$ cat config.mk
export PLATFORM = sky130hd
export DESIGN_NAME = tvsv_queue
export DESIGN_NICKNAME = d
export VERILOG_FILES = /design/src/rtl/core/tvsv_pkg.sv /design/src/rtl/core/tvsv_queue.sv
export SDC_FILE = /design/constraint.sdc
export NUM_CORES = 1
export LEC_CHECK = 0
export BUFFER_PORTS_ARGS = -buffer_cell sky130_fd_sc_hd__buf_2
export CORE_ASPECT_RATIO = 1.25
export CORE_MARGIN = 1.5
export CORE_UTILIZATION = 56
export DETAILED_ROUTE_END_ITERATION = 10
export PLACE_DENSITY = 0.95
export SLEW_MARGIN = 20
export SYNTH_ARGS = -nofsm -noshare
export SYNTH_HDL_FRONTEND = slang
export SYNTH_SLANG_ARGS = --single-unit
$ cat constraint.sdc
create_clock -name clk_i -period 5.39 [get_ports clk_i]
set_input_delay 0.8085 -clock clk_i [delete_from_list [all_inputs] [get_ports clk_i]]
set_output_delay 0.8085 -clock clk_i [all_outputs]
set_load 0.02 [all_outputs]
$ cat src/rtl/core/tvsv_pkg.sv
`timescale 1ns / 1ps
`default_nettype none
// ----------------------------------------------------------------------------
// tvsv_pkg: shared types and codes of the tagged value stream validator
// Event, role, status and tag codes, header constants, and the result record that leaves the front.
// ----------------------------------------------------------------------------
package tvsv_pkg;

  localparam logic [3:0] EV_HEADER    = 4'd0;
  localparam logic [3:0] EV_NUM_TAG   = 4'd1;
  localparam logic [3:0] EV_NUM_BYTE  = 4'd2;
  localparam logic [3:0] EV_BOOL_TAG  = 4'd3;
  localparam logic [3:0] EV_BOOL      = 4'd4;
  localparam logic [3:0] EV_STR_TAG   = 4'd5;
  localparam logic [3:0] EV_LEN_BYTE  = 4'd6;
  localparam logic [3:0] EV_STR_BYTE  = 4'd7;
  localparam logic [3:0] EV_TABLE_TAG = 4'd8;
  localparam logic [3:0] EV_COUNT     = 4'd9;
  localparam logic [3:0] EV_IGNORED   = 4'd10;

  localparam logic [1:0] ROLE_TOP = 2'd0;
  localparam logic [1:0] ROLE_KEY = 2'd1;
  localparam logic [1:0] ROLE_VAL = 2'd2;

  localparam logic [2:0] ST_BUSY      = 3'd0;
  localparam logic [2:0] ST_ACCEPTED  = 3'd1;
  localparam logic [2:0] ST_CORRUPT   = 3'd2;
  localparam logic [2:0] ST_BAD_MAGIC = 3'd3;
  localparam logic [2:0] ST_BAD_VER   = 3'd4;
  localparam logic [2:0] ST_BAD_WIDTH = 3'd5;
  localparam logic [2:0] ST_TRAILING  = 3'd6;

  localparam logic [7:0] TAG_NUM   = 8'h01;
  localparam logic [7:0] TAG_STR   = 8'h02;
  localparam logic [7:0] TAG_BOOL  = 8'h03;
  localparam logic [7:0] TAG_TABLE = 8'h04;

  localparam logic [7:0] MAGIC_0 = 8'h4B;
  localparam logic [7:0] MAGIC_1 = 8'h53;
  localparam logic [7:0] VERSION = 8'h01;

  typedef struct packed {
    logic [3:0] event_res;
    logic [7:0] data;
    logic [8:0] nesting_level;
    logic [1:0] role;
    logic       value_end;
    logic [8:0] tables_closed;
    logic [2:0] status;
  } result_t;

endpackage
`default_nettype wire

$ cat src/rtl/core/tvsv_queue.sv
`timescale 1ns / 1ps
`default_nettype none
// ----------------------------------------------------------------------------
// tvsv_queue: two-entry result queue
// Holds parsed results until the consumer pops them; push and pop may
// happen in the same cycle.
// ----------------------------------------------------------------------------
module tvsv_queue (
  input  wire logic              clk_i,
  input  wire logic              rst_ni,
  input  wire logic              wr_i,
  input  wire tvsv_pkg::result_t wdata_i,
  output logic                   full_o,
  input  wire logic              rd_i,
  output logic                   empty_o,
  output tvsv_pkg::result_t      rdata_o
);
  import tvsv_pkg::*;

  result_t    slot_q [2];
  logic       wptr_q, rptr_q;
  logic [1:0] cnt_q;
  logic       do_wr, do_rd;

  assign full_o  = (cnt_q == 2'd2);
  assign empty_o = (cnt_q == 2'd0);
  assign do_wr   = wr_i & ~full_o;
  assign do_rd   = rd_i & ~empty_o;
  assign rdata_o = slot_q[rptr_q];

  always_ff @(posedge clk_i) begin
    if (do_wr) begin
      slot_q[wptr_q] <= wdata_i;
    end
  end

  always_ff @(posedge clk_i or negedge rst_ni) begin
    if (!rst_ni) begin
      wptr_q <= 1'b0;
      rptr_q <= 1'b0;
      cnt_q  <= 2'd0;
    end else begin
      if (do_wr) begin
        wptr_q <= ~wptr_q;
      end
      if (do_rd) begin
        rptr_q <= ~rptr_q;
      end
      cnt_q <= cnt_q + {1'b0, do_wr} - {1'b0, do_rd};
    end
  end

endmodule
`default_nettype wire

# Word level (Yosys, flattened, before mapping)
# Memories as Yosys holds them, arrays and structs flattened.
# Cells that the tools add are included.
dict set report word_totals {
  regBits 4
  ram_bits 72
  input_bits 40
  output_inout_bits 38
  word_cells 16
  mem_count 1
}
dict set report op_classes {
  n_addsub 2
  n_eq_ne 1
  mux 2
  n_bitwise 6
  n_reduce_logical 1
}
# memory words word_bits read_ports rd_ports_with_merged_regs write_ports line
set memory_table {}
lappend memory_table {slot_q 2 36 1 0 1 tvsv_queue.sv:20} ;# result_t slot_q [2];
# operator count
set op_table {}
lappend op_table {{inverter 1 bit} 4}
lappend op_table {{adder 2 x 1 -> 2 bit} 1}
lappend op_table {{AND 1 bit} 2}
lappend op_table {{== test 2 bit (second input constant)} 1}
lappend op_table {{logical NOT 2 bit} 1}
lappend op_table {{two-way mux 1 bit} 2}
lappend op_table {{subtractor 2 x 1 -> 2 bit} 1}

# Logic depth before layout (Yosys ltp)
dict set report logic_depth {
  word_depth 5
  depth_mapped 7
  ltp_nobuf 7
}

# Least setup slack after synthesis
# OpenSTA, ideal clock, no wires.
dict set report synth_path {
  path_type {input to register}
  start {in wr_i}
  end {mem slot_q[0][0] (netlist name), enable pin}
  setup_ns 0.429
  arrival_ns 2.423
  required_time_ns 4.961
  slack_ns 2.538
  stages 2
  path_buffers 0
  cell_sequence {nand2_1 > nor2_1}
}
dict set report synth_between {
  elab_chain_cells 3
}
# item line
set synth_lines {}
lappend synth_lines {{start: declaration} tvsv_queue.sv:11} ;# input wire logic wr_i,
lappend synth_lines {{AND 1 bit} tvsv_queue.sv:27} ;# assign do_wr = wr_i & ~full_o;
lappend synth_lines {{two-way mux 1 bit} tvsv_queue.sv:32} ;# if (do_wr) begin
lappend synth_lines {{two-way mux 1 bit (not written as such)} tvsv_queue.sv:33} ;# slot_q[wptr_q] <= wdata_i;
lappend synth_lines {{end: declaration} tvsv_queue.sv:20}
# Every way passes these cells.

==> flow_summary.toml <==
[cts]
cts_tree = "yes"
cts_buffers = 9
cts-root-buf = "clkbuf_8"
cts_resized = 0
post-cts-setup-buffers = 0
clk_path_buf_depth = 2
cts.htree.levels = 3
clock_sinks = 76
clock_latency_ns = 0.33
clk_pin_slew_ns = 0.07
hold_buffers = 0

[drt]
firstDrtPassIters = 4
wire_per_inst_um = 16.0
drtIter0Drc = 113
wirelength_um = 4500
ant_nets = 0
viasPerCell = 5.07
drc = 0
via_count = 1425

[synthesis]
ys_types = 15
synthCells = 130
yosysWarnings = 0
yosys.area.top_type_share_pct = 73.3
ys_seq_elements = 76
syn_area_mm2 = 0.00295
async_flop_share_pct = 5.26
synth_ff_type = "edfxtp_1"
synth_area_leaders = "edfxtp_1 73%, mux2_4 15%, dfrtp_1 3.4%"
synth_edf_count = 72
yosysSeqAreaShare_pct = 76.7
synth_area_leader_cell = "edfxtp_1"
yosysMostFrequentCell = "edfxtp_1"
synth_nets = 172
syn_area_per_cell_um2 = 22.7
synthTopCellsByCount = "72 x edfxtp_1, 29 x mux2_4, 7 x mux2_2, 4 x dfrtp_1"

[final_layout]
n_antenna_cell = 0
layout.nets = 256
area_growth_pct = 21.7
drive_above_1_share_pct = 60.3
fin_util_pct = 70.6

[setup_path]
crit_arrival_ns = 2.01
worst_ep_required_time_ns = 4.58
cp_top_family = "flip-flops"
path_cells = "mux2_2 -> buf_2"
cp_num_buf_inv = 1
worstRegToRegCells = 3
critPathLaunchType = "flop"
path_max_fanout = 37
path_class = "flop to output pin"
critPathCaptureType = "output pin"
r2r_setup_slack_ns = 3.57
cp_slowest_stage_delay_ns = 1.08
cp.depth = 2
cp_slowest_cell = "dfrtp_2"

[timing]
tightest_slew_ns = 1.08
rsz0062_at_grt = "no"
skew_ns = 0.00812
min_period_ns = 2.82
setup_viol = 0
period_share_pct = 52.3
maxSlewViolCount = 0
hold_ws_ns = 0.268
hold_viol_final = 0
fmax_mhz = 355
relSlewSlack_pct = 28.2
tns_ns = 0

[grt]
grt_antenna_before_repair = 0
grtUsageTotal_pct = 17.2
grt_overflow = 0
grt_pass1_vias = 1393
grt_pass1_wl_um = 6870
grt_max_degree = 38

[floorplan]
dieArea_mm2 = 0.00571
coreArea_mm2 = 0.00508
initial_core_util_pct = 58.0
chipWidth_um = 67.9
rows = 29
die-height_um = 84.1
io_pins = 78

[job]
cap_violations = 0

[power]
powerDensity_mw_per_mm2 = 579
ir_worst_vdd_uv = 563
leakage_nw = 1.46

[placed_design]
portBuffers = 77
hpwl_um = 2990
globalplace.congestion = 0.748

[run_status]
status = "complete, no violations"

[min_path]
min_path_type = "primary input to async pin"
registers in the layout (all words and copies together) (netlist names):
| signal | count |
|---|---|
| cnt_q | 2 |
| wptr_q | 1 |
| rptr_q | 1 |
| slot_q | 72 |
cells in the final DEF (no fill, tap or decap), types with 2 or more instances in the layout:
| cell | Yosys | final |
|---|---|---|
| buf_2 | 0 | 77 |
| bufinv_16 | 0 | 3 |
| clkbuf_8 | 0 | 9 |
| dfrtp_1 | 4 | 3 |
| edfxtp_1 | 72 | 72 |
| ha_1 | 2 | 2 |
| inv_1 | 2 | 2 |
| mux2_2 | 7 | 7 |
| mux2_4 | 29 | 29 |
| xnor2_1 | 3 | 3 |
path summary, 6_finish.rpt:
| path | end | start |
|---|---|---|
| max reg2reg | slot_q[0][0] | cnt_q[1] |
| min in group clk_i | cnt_q[1] | cnt_q[1] |
| max in group asynchronous | rptr_q | rst_ni |
| min | cnt_q[0] | rst_ni |
| min reg2reg | cnt_q[1] | cnt_q[1] |
| max | rdata_o[4] | rptr_q |
area by class of cell:
class | instances | area (um^2)
multi-input cells | 48 | 616
inverters | 2 | 7.51
repair buffers | 77 | 385
fillers | 324 | 1490
clock inverters | 7 | 115
clock buffers | 9 | 124
flip-flops and latches | 76 | 2260
well taps | 62 | 77.6
routing by layer:
metal,part of all wire [%],up-vias,GRT usage [%]
li1,-,668,-
met1,39,694,20.3
met2,52,54,27.8
met3,5.9,9,5.80
met4,2.5,0,8.18
met5,0,-,0
report_power, final:
part,leakage [nW],total [W],switching (W),internal [W]
combinational,0.628,0.000658,0.000339,0.000319
sequential,0.714,0.000922,0.000110,0.000812
clock,0.117,0.000499,0.000193,0.000306
logic make-up (layout without fill, tap and decap cells):
family / count (synthesis) / count (layout) / synth area share [%]
flops: 76 / 76 / 76.7
mux: 36 / 36 / 17.4
simple gates: 6 / 6 / 1.10
buf+inv: 6 / 95 / 2.67
xor+xnor: 4 / 4 / 1.19
fa+ha+maj: 2 / 2 / 0.849
metrics by stage:
step           cells  total power (W)  instance area (um^2)  setup slack [ns]
2_1_floorplan    130          0.00145                  2950              2.54
3_3_place_gp     265          0.00158                  3350              2.96
3_5_place_dp     265          0.00160                  3350              2.89
4_1_cts          281          0.00211                  3590              2.52
5_1_grt          281          0.00218                  3590              2.48
6_report         281          0.00208                  3590              2.57
worst register-to-register path: stages, from the launching register on:
cell and delay, ns:
dfrtp_1 0.41, nand2b_1 0.11, nand2_1 0.14, nor2_4 0.77
Power figures use the tool's default switching activity.
